**config.mk**
```make
export PLATFORM = sky130hd
export DESIGN_NAME = analog_range_scaler
export DESIGN_NICKNAME = d
export VERILOG_FILES = /design/src/hw/rtl/ars_pkg.sv /design/src/hw/rtl/ars_cfg.sv /design/src/hw/rtl/ars_front.sv /design/src/hw/rtl/ars_div_stage.sv /design/src/hw/rtl/analog_range_scaler.sv
export SDC_FILE = /design/constraint.sdc
export NUM_CORES = 2
export LEC_CHECK = 0
export BUFFER_PORTS_ARGS = -buffer_cell sky130_fd_sc_hd__clkbuf_2
export CELL_PAD_IN_SITES_DETAIL_PLACEMENT = 1
export CELL_PAD_IN_SITES_GLOBAL_PLACEMENT = 1
export CORE_MARGIN = 10
export CORE_UTILIZATION = 41
export CTS_CLUSTER_DIAMETER = 40
export DETAILED_ROUTE_END_ITERATION = 10
export GPL_TIMING_DRIVEN = 0
export PLACE_DENSITY_LB_ADDON = 0.1
export SYNTH_ARGS = -nofsm -noshare
export SYNTH_HDL_FRONTEND = slang
export SYNTH_HIERARCHICAL = 1
export SYNTH_SLANG_ARGS = --single-unit
export TNS_END_PERCENT = 20
```
**constraint.sdc**
```tcl
create_clock -name clk -period 5.2 [get_ports clk]
set_input_delay 0.26 -clock clk [delete_from_list [all_inputs] [get_ports clk]]
set_output_delay 0.26 -clock clk [all_outputs]
set_load 0.05 [all_outputs]
```
**src/hw/rtl/ars_pkg.sv**
```systemverilog
// ---------------------------------------------------------------------------
// ars_pkg
// Types and constants shared by the analog range scaler modules.
// ---------------------------------------------------------------------------
package ars_pkg;

  // Configuration port
  localparam int CFG_IDX_W  = 2;
  localparam int CFG_DATA_W = 32;
  localparam int FW_W       = 6;

  localparam logic [CFG_IDX_W-1:0] REG_FIELD_WIDTH  = 2'd0;
  localparam logic [CFG_IDX_W-1:0] REG_RANGE_FIRST  = 2'd1;
  localparam logic [CFG_IDX_W-1:0] REG_RANGE_SECOND = 2'd2;

  localparam logic [FW_W-1:0]       FIELD_WIDTH_RST  = 6'd8;
  localparam logic [CFG_DATA_W-1:0] RANGE_FIRST_RST  = 32'd0;
  localparam logic [CFG_DATA_W-1:0] RANGE_SECOND_RST = 32'd255;

  // Datapath
  localparam int SAMPLE_W   = 32;
  localparam int SPAN_W     = 32;
  localparam int COUNT_W    = SPAN_W + 1;
  localparam int LEVEL_W    = 8;
  localparam int DIV_BITS   = 2;                   // quotient bits per stage
  localparam int DIV_STAGES = LEVEL_W / DIV_BITS;

  localparam logic [LEVEL_W-1:0] CENTER_FLIP = 8'h80;

  // Values derived from the configuration registers
  typedef struct packed {
    logic                       rev;    // range given high to low
    logic signed [SAMPLE_W-1:0] lo;     // range minimum
    logic                       sext;   // sign-extend from field width
    logic [4:0]                 sh;     // 32 - field width
    logic [SPAN_W-1:0]          span;   // max - min
    logic [COUNT_W-1:0]         count;  // max - min + 1
    logic                       full;   // range covers all 2^32 values
  } cfg_t;

  // Divider stage payload
  typedef struct packed {
    logic [SPAN_W-1:0]  rem;
    logic [LEVEL_W-1:0] q;
  } div_t;

endpackage

```
**src/hw/rtl/ars_cfg.sv**
```systemverilog
// ---------------------------------------------------------------------------
// ars_cfg
// Configuration registers and the range values derived from them.
// ---------------------------------------------------------------------------
module ars_cfg import ars_pkg::*; (
  input  logic                  clk,
  input  logic                  rst_n,
  input  logic                  cfg_we,
  input  logic [CFG_IDX_W-1:0]  cfg_index,
  input  logic [CFG_DATA_W-1:0] cfg_wdata,
  output cfg_t                  cfg_o
);

  logic [FW_W-1:0]       field_width_r;
  logic [CFG_DATA_W-1:0] range_first_r;
  logic [CFG_DATA_W-1:0] range_second_r;

  logic                       rev_nxt, rev_r;
  logic signed [SAMPLE_W-1:0] lo_nxt, lo_r, hi_nxt, hi_r;
  logic                       sext_nxt, sext_r;
  logic [4:0]                 sh_nxt, sh_r;
  logic [SPAN_W:0]            diff_w;
  logic [SPAN_W-1:0]          span_nxt, span_r;
  logic [COUNT_W-1:0]         count_nxt, count_r;
  logic                       full_nxt, full_r;

  // Write registers; unknown index drops the request
  always_ff @(posedge clk) begin
    if (!rst_n) begin
      field_width_r  <= FIELD_WIDTH_RST;
      range_first_r  <= RANGE_FIRST_RST;
      range_second_r <= RANGE_SECOND_RST;
    end else if (cfg_we) begin
      case (cfg_index)
        REG_FIELD_WIDTH:  field_width_r  <= cfg_wdata[FW_W-1:0];
        REG_RANGE_FIRST:  range_first_r  <= cfg_wdata;
        REG_RANGE_SECOND: range_second_r <= cfg_wdata;
        default: ;
      endcase
    end
  end

  // Order the bounds, decide on sign extension
  always_comb begin
    rev_nxt  = $signed(range_first_r) > $signed(range_second_r);
    lo_nxt   = rev_nxt ? $signed(range_second_r) : $signed(range_first_r);
    hi_nxt   = rev_nxt ? $signed(range_first_r) : $signed(range_second_r);
    sext_nxt = lo_nxt[SAMPLE_W-1] && (field_width_r != '0) &&
               (field_width_r < FW_W'(SAMPLE_W));
    sh_nxt   = 5'(FW_W'(SAMPLE_W) - field_width_r);
  end

  always_ff @(posedge clk) begin
    rev_r  <= rev_nxt;
    lo_r   <= lo_nxt;
    hi_r   <= hi_nxt;
    sext_r <= sext_nxt;
    sh_r   <= sh_nxt;
  end

  // Span and divisor, registered in the cycle after the ordered bounds
  always_comb begin
    diff_w    = (SPAN_W+1)'(hi_r) - (SPAN_W+1)'(lo_r);
    span_nxt  = diff_w[SPAN_W-1:0];
    count_nxt = {1'b0, span_nxt} + COUNT_W'(1);
    full_nxt  = &span_nxt;
  end

  always_ff @(posedge clk) begin
    span_r  <= span_nxt;
    count_r <= count_nxt;
    full_r  <= full_nxt;
  end

  assign cfg_o.rev   = rev_r;
  assign cfg_o.lo    = lo_r;
  assign cfg_o.sext  = sext_r;
  assign cfg_o.sh    = sh_r;
  assign cfg_o.span  = span_r;
  assign cfg_o.count = count_r;
  assign cfg_o.full  = full_r;

endmodule

```
**src/hw/rtl/ars_front.sv**
```systemverilog
// ---------------------------------------------------------------------------
// ars_front
// Input register, sign extension and offset, then mirror and clamp.
// ---------------------------------------------------------------------------
module ars_front import ars_pkg::*; #(
  parameter int RAW_WIDTH = 32
) (
  input  logic                clk,
  input  logic                rst_n,
  input  cfg_t                cfg_i,
  input  logic                in_vld,
  output logic                in_stall,
  input  logic [SAMPLE_W-1:0] in_raw,
  output logic                out_vld,
  input  logic                out_stall,
  output div_t                out_data
);

  localparam int T_W = SAMPLE_W + 2;
  localparam int D_W = SAMPLE_W + 3;

  logic                 s0_vld_r, s1_vld_r, s2_vld_r;
  logic                 s0_stall, s1_stall, s2_stall;
  logic [RAW_WIDTH-1:0] raw_r;

  logic [SAMPLE_W-1:0]        raw32_w, shl_w;
  logic signed [SAMPLE_W-1:0] ext_w;
  logic signed [T_W-1:0]      t_nxt, t_r;
  logic signed [D_W-1:0]      d0_w;
  logic [SPAN_W-1:0]          d_nxt, d_r;

  // Stall chain, one stage at a time
  assign s2_stall = s2_vld_r && out_stall;
  assign s1_stall = s1_vld_r && s2_stall;
  assign s0_stall = s0_vld_r && s1_stall;
  assign in_stall = s0_stall;

  always_ff @(posedge clk) begin
    if (!rst_n) begin
      s0_vld_r <= 1'b0;
      s1_vld_r <= 1'b0;
      s2_vld_r <= 1'b0;
    end else begin
      if (!s0_stall) s0_vld_r <= in_vld;
      if (!s1_stall) s1_vld_r <= s0_vld_r;
      if (!s2_stall) s2_vld_r <= s1_vld_r;
    end
  end

  // Stage 0: capture the used bits of the request
  always_ff @(posedge clk) begin
    if (!s0_stall && in_vld) raw_r <= in_raw[RAW_WIDTH-1:0];
  end

  // Stage 1: sign-extend from the field width, take offset from minimum
  always_comb begin
    raw32_w = SAMPLE_W'(raw_r);
    shl_w   = raw32_w << cfg_i.sh;
    ext_w   = cfg_i.sext ? ($signed(shl_w) >>> cfg_i.sh) : $signed(raw32_w);
    t_nxt   = T_W'(ext_w) - T_W'(cfg_i.lo);
  end

  always_ff @(posedge clk) begin
    if (!s1_stall && s0_vld_r) t_r <= t_nxt;
  end

  // Stage 2: mirror a reversed range, clamp into [0, span]
  always_comb begin
    d0_w = cfg_i.rev ? ($signed(D_W'(cfg_i.span)) - D_W'(t_r)) : D_W'(t_r);
    if (d0_w[D_W-1])
      d_nxt = '0;
    else if (d0_w > $signed(D_W'(cfg_i.span)))
      d_nxt = cfg_i.span;
    else
      d_nxt = d0_w[SPAN_W-1:0];
  end

  always_ff @(posedge clk) begin
    if (!s2_stall && s1_vld_r) d_r <= d_nxt;
  end

  assign out_vld      = s2_vld_r;
  assign out_data.rem = d_r;
  assign out_data.q   = '0;

endmodule

```
**src/hw/rtl/ars_div_stage.sv**
```systemverilog
// ---------------------------------------------------------------------------
// ars_div_stage
// One stage of the restoring divider: DIV_BITS quotient bits per stage.
// ---------------------------------------------------------------------------
module ars_div_stage import ars_pkg::*; (
  input  logic               clk,
  input  logic               rst_n,
  input  logic [COUNT_W-1:0] count,
  input  logic               in_vld,
  output logic               in_stall,
  input  div_t               in_data,
  output logic               out_vld,
  input  logic               out_stall,
  output div_t               out_data
);

  logic               vld_r;
  div_t               data_nxt, data_r;
  logic [COUNT_W-1:0] rem_w;
  logic [LEVEL_W-1:0] q_w;
  logic               ge_w;

  assign in_stall = vld_r && out_stall;

  always_ff @(posedge clk) begin
    if (!rst_n) vld_r <= 1'b0;
    else if (!in_stall) vld_r <= in_vld;
  end

  // Shift in DIV_BITS remainder bits one at a time, subtract when it fits
  always_comb begin
    rem_w = {1'b0, in_data.rem};
    q_w   = in_data.q;
    ge_w  = 1'b0;
    for (int i = 0; i < DIV_BITS; i++) begin
      rem_w = {rem_w[COUNT_W-2:0], 1'b0};
      ge_w  = rem_w >= count;
      if (ge_w) rem_w = rem_w - count;
      q_w   = {q_w[LEVEL_W-2:0], ge_w};
    end
    data_nxt.rem = rem_w[SPAN_W-1:0];
    data_nxt.q   = q_w;
  end

  always_ff @(posedge clk) begin
    if (!in_stall && in_vld) data_r <= data_nxt;
  end

  assign out_vld  = vld_r;
  assign out_data = data_r;

endmodule

```
**src/hw/rtl/analog_range_scaler.sv**
```systemverilog
// ---------------------------------------------------------------------------
// analog_range_scaler
// Scales a raw analog sample onto an 8-bit level over a configured range.
// ---------------------------------------------------------------------------
// Usage:
//   Input channel in_valid/in_stall carries in_raw_sample; only its low
//   RAW_WIDTH bits are used. Output channel out_valid/out_stall carries
//   out_level (0..255) and out_centered_level (level - 128).
//   Configuration: cfg_we with cfg_index 0 = field_width, 1 = range_first,
//   2 = range_second; other indexes are dropped. Write only while idle.
// Pipeline:
//   A request passes through the input register, sign extension and
//   offset, mirror and clamp, then four divider stages of two quotient
//   bits each. One request per cycle is accepted while in_stall is low.
// Reset:
//   Synchronous, active low. Clears all stage valids and loads the
//   registers with field_width 8, range 0 to 255.
// Stall:
//   A stalled result holds. Stages behind it keep filling empty slots, so
//   in_stall rises only once every stage holds a request.
// ---------------------------------------------------------------------------
module analog_range_scaler import ars_pkg::*; #(
  parameter int RAW_WIDTH = 32
) (
  input  logic                      clk,
  input  logic                      rst_n,
  input  logic                      in_valid,
  output logic                      in_stall,
  input  logic [SAMPLE_W-1:0]       in_raw_sample,
  output logic                      out_valid,
  input  logic                      out_stall,
  output logic [LEVEL_W-1:0]        out_level,
  output logic signed [LEVEL_W-1:0] out_centered_level,
  input  logic                      cfg_we,
  input  logic [CFG_IDX_W-1:0]      cfg_index,
  input  logic [CFG_DATA_W-1:0]     cfg_wdata
);

  cfg_t                  cfg_w;
  logic [DIV_STAGES:0]   div_vld;
  logic [DIV_STAGES:0]   div_stall;
  div_t                  div_data [0:DIV_STAGES];
  logic [LEVEL_W-1:0]    level_w;

  ars_cfg u_cfg (
    .clk       (clk),
    .rst_n     (rst_n),
    .cfg_we    (cfg_we),
    .cfg_index (cfg_index),
    .cfg_wdata (cfg_wdata),
    .cfg_o     (cfg_w)
  );

  ars_front #(
    .RAW_WIDTH (RAW_WIDTH)
  ) u_front (
    .clk       (clk),
    .rst_n     (rst_n),
    .cfg_i     (cfg_w),
    .in_vld    (in_valid),
    .in_stall  (in_stall),
    .in_raw    (in_raw_sample),
    .out_vld   (div_vld[0]),
    .out_stall (div_stall[0]),
    .out_data  (div_data[0])
  );

  // Divider pipeline
  for (genvar k = 0; k < DIV_STAGES; k++) begin : g_div
    ars_div_stage u_stage (
      .clk       (clk),
      .rst_n     (rst_n),
      .count     (cfg_w.count),
      .in_vld    (div_vld[k]),
      .in_stall  (div_stall[k]),
      .in_data   (div_data[k]),
      .out_vld   (div_vld[k+1]),
      .out_stall (div_stall[k+1]),
      .out_data  (div_data[k+1])
    );
  end

  assign div_stall[DIV_STAGES] = out_stall;

  // Full 2^32 span forces level zero
  assign level_w            = cfg_w.full ? '0 : div_data[DIV_STAGES].q;
  assign out_valid          = div_vld[DIV_STAGES];
  assign out_level          = level_w;
  assign out_centered_level = $signed(level_w ^ CENTER_FLIP);

endmodule

```
==> results.json <==
{
  "routabilityCongestion": 0.930,
  "violations": "negative setup slack",
  "grt_pass1_wl_um": 255000,
  "clock_sinks": 426,
  "cts_tree": "built",
  "maxCapViolCount": 0,
  "drive_above_1_share_pct": 24.6,
  "io_buffers": 88,
  "dr.pass1.iters": 6,
  "crit_type": "flip-flop to flip-flop",
  "synth_nets": 5504,
  "grt_pass1_vias": 41700,
  "postLayoutCoreUtil_pct": 52.1,
  "worst-path-buf-inv": 4,
  "slew_headroom_pct": 8.90,
  "drc_errors": 0,
  "track_usage_pct": 28.2,
  "crit_path_max_incr_delay_ns": 0.40,
  "start_util_pct": 41.4,
  "setup_viol": 70,
  "fin_hold_ws_ns": 0.0841,
  "overflow": 0,
  "fmax_ghz": 0.183,
  "cp_cell_sequence": "buf_4 -> clkinv_2 -> buf_4 -> nand2_2 -> o221ai_4 -> o32ai_2 -> o31ai_2 -> a21bo_4 -> mux2i_4 -> nor2_2 -> a221oi_2 -> ha_1 -> nor2b_4 -> o21a_1 -> o21ai_2 -> a311o_1 -> a211o_1 -> a21oi_4 -> a221oi_4 -> buf_6 -> o311ai_4",
  "rsz0062_at_grt": "yes",
  "antenna_found_initial": 1,
  "ys_warn_count": 6,
  "cp_slowest_cell": "o31ai_2",
  "crit_arrival_ns": 5.82,
  "io_pins": 89,
  "insertion_delay_ns": 0.67,
  "cp_top_family": "compound AO/OA/AOI/OAI gates",
  "vias": 40600,
  "placed_area_um2": 44600,
  "ctsHtreeMaxLevel": 3,
  "clk_path_buf_depth": 3,
  "syn_inst": 5005,
  "row_count": 117,
  "drtIter0Drc": 2806,
  "design_area_um2": 53200,
  "fillers": 11800,
  "core_area_um2": 102000,
  "timing.final.crit_share_pct": 105,
  "nNetsFinal": 5943,
  "setup_ws_ns": -0.269,
  "crit_path_frequent_cell": "buf_4",
  "cts-buffers-inserted": 79,
  "syn_area_um2": 42300,
  "finalHoldViolCount": 0,
  "cts_root_buffer": "clkbuf_16",
  "worstSetupEndpointType": "flip-flop",
  "wl_per_cell_um": 25.4,
  "critPathMaxFanout": 10,
  "preCtsSetupSlack_ns": -1.95,
  "synth_area_per_cell_um2": 8.45,
  "dieWidth_um": 341,
  "dp.final_hpwl_um": 134000,
  "ant_nets": 0,
  "syn_to_final_growth_pct": 25.8,
  "wl_um": 175000,
  "final_cell_mix": "nand2_1, inv_1, ha_1",
  "crit_required_ns": 5.55,
  "die_h_um": 341,
  "status": "finished with violations",
  "via_per_inst": 5.90,
  "finalMaxSlewViolations": 0,
  "hold_class": "input port to flip-flop",
  "fp.dieArea_um2": 116000,
  "cts.reportedPaths.clkPinSlew_ns": 0.05,
  "period_minus_slack_ns": 5.47,
  "layout_commonest_cell": "nand2_1",
  "grt_max_degree": 36,
  "fin_skew_ns": 0.0434,
  "cp-start-kind": "flip-flop",
  "worstMarginPinSlew_ns": 1.36
}
[path summary, 6_finish.rpt]
| check | startpoint | to | slack (ns) | depth (start not counted) |
|---|---|---|---|---|
| setup / recovery | u_cfg/sh_r[3] | u_front/t_r[29] | -0.27 | 21 |
| hold / removal | cfg_index[0] | u_cfg/field_width_r[3] | 0.08 | 4 |
| setup reg to reg | u_cfg/sh_r[3] | u_front/t_r[29] | -0.27 | 21 |
| hold reg to reg | u_cfg/field_width_r[0] | u_cfg/sh_r[0] | 0.37 | 0 |
[stage by stage]
step	setup TNS, ns	instances
after floorplan	0	5005
after global placement	-235.38	6461
after detailed placement	-225.74	6465
after CTS	-4.51	6787
after global routing	-23.95	6878
final	-9.20	6879
[worst register-to-register path: stages (launching register included)]
cell and delay [ns]:
dfxtp_1 0.30, buf_4 0.18, clkinv_2 0.20, buf_4 0.32
nand2_2 0.28, o221ai_4 0.34, o32ai_2 0.15, o31ai_2 0.40
a21bo_4 0.29, mux2i_4 0.22, nor2_2 0.08, a221oi_2 0.34
ha_1 0.29, nor2b_4 0.13, o21a_1 0.19, o21ai_2 0.18
a311o_1 0.28, a211o_1 0.25, a21oi_4 0.10, a221oi_4 0.36
buf_6 0.17, o311ai_4 0.08
[what timing repair did]
| action | 4_1_cts | 5_1_grt |
|---|---|---|
| setup buffers | 130 | 99 |
| endpoints found under the setup margin | 159 | 153 |
| gates cloned | 2 | 5 |
| pin swaps | 110 | 123 |
| resized for setup | 489 | 279 |
| hold endpoints to repair | 104 | 0 |
| hold buffers | 66 | 0 |
[state kept, by name, indices dropped and copies added (netlist names), 4 cells and up]
name / cells
u_front/t_r: 33
u_cfg/span_r: 32
u_cfg/count_r: 33
u_cfg/lo_r: 32
u_cfg/field_width_r: 6
g_div.u_stage/out_data: 116
g_div.u_stage/out_vld: 4
u_cfg/range_second_r: 32
u_front/raw32_w: 32
u_cfg/sh_r: 5
u_front/d_r: 32
u_cfg/range_first_r: 32
u_cfg/hi_r: 32
[layout make-up]
cell class | count | area, µm² | area share, %
timing repair buffer | 388 | 3130 | 5.89
tap | 1368 | 1710 | 3.22
antenna | 1 | 2.50 | 0.00470
clock buffer | 89 | 2060 | 3.87
buffer | 190 | 1380 | 2.59
inverter | 404 | 1540 | 2.88
sequential | 426 | 10800 | 20.3
multi-input combinational | 3955 | 31900 | 59.9
clock inverter | 58 | 742 | 1.39
[metal layers]
metal	global-route usage [%]	part of all wire (%)	vias to the layer above
met3	3.54	4.5	427
met4	14.4	5.9	2
met2	47.8	47	1202
li1	-	-	19000
met1	34.9	42	19900
met5	0	0.0074	-
Power is left out: the tool's default activity adds up to more than one toggle a clock period on the data nets, which glitch-free logic cannot reach.
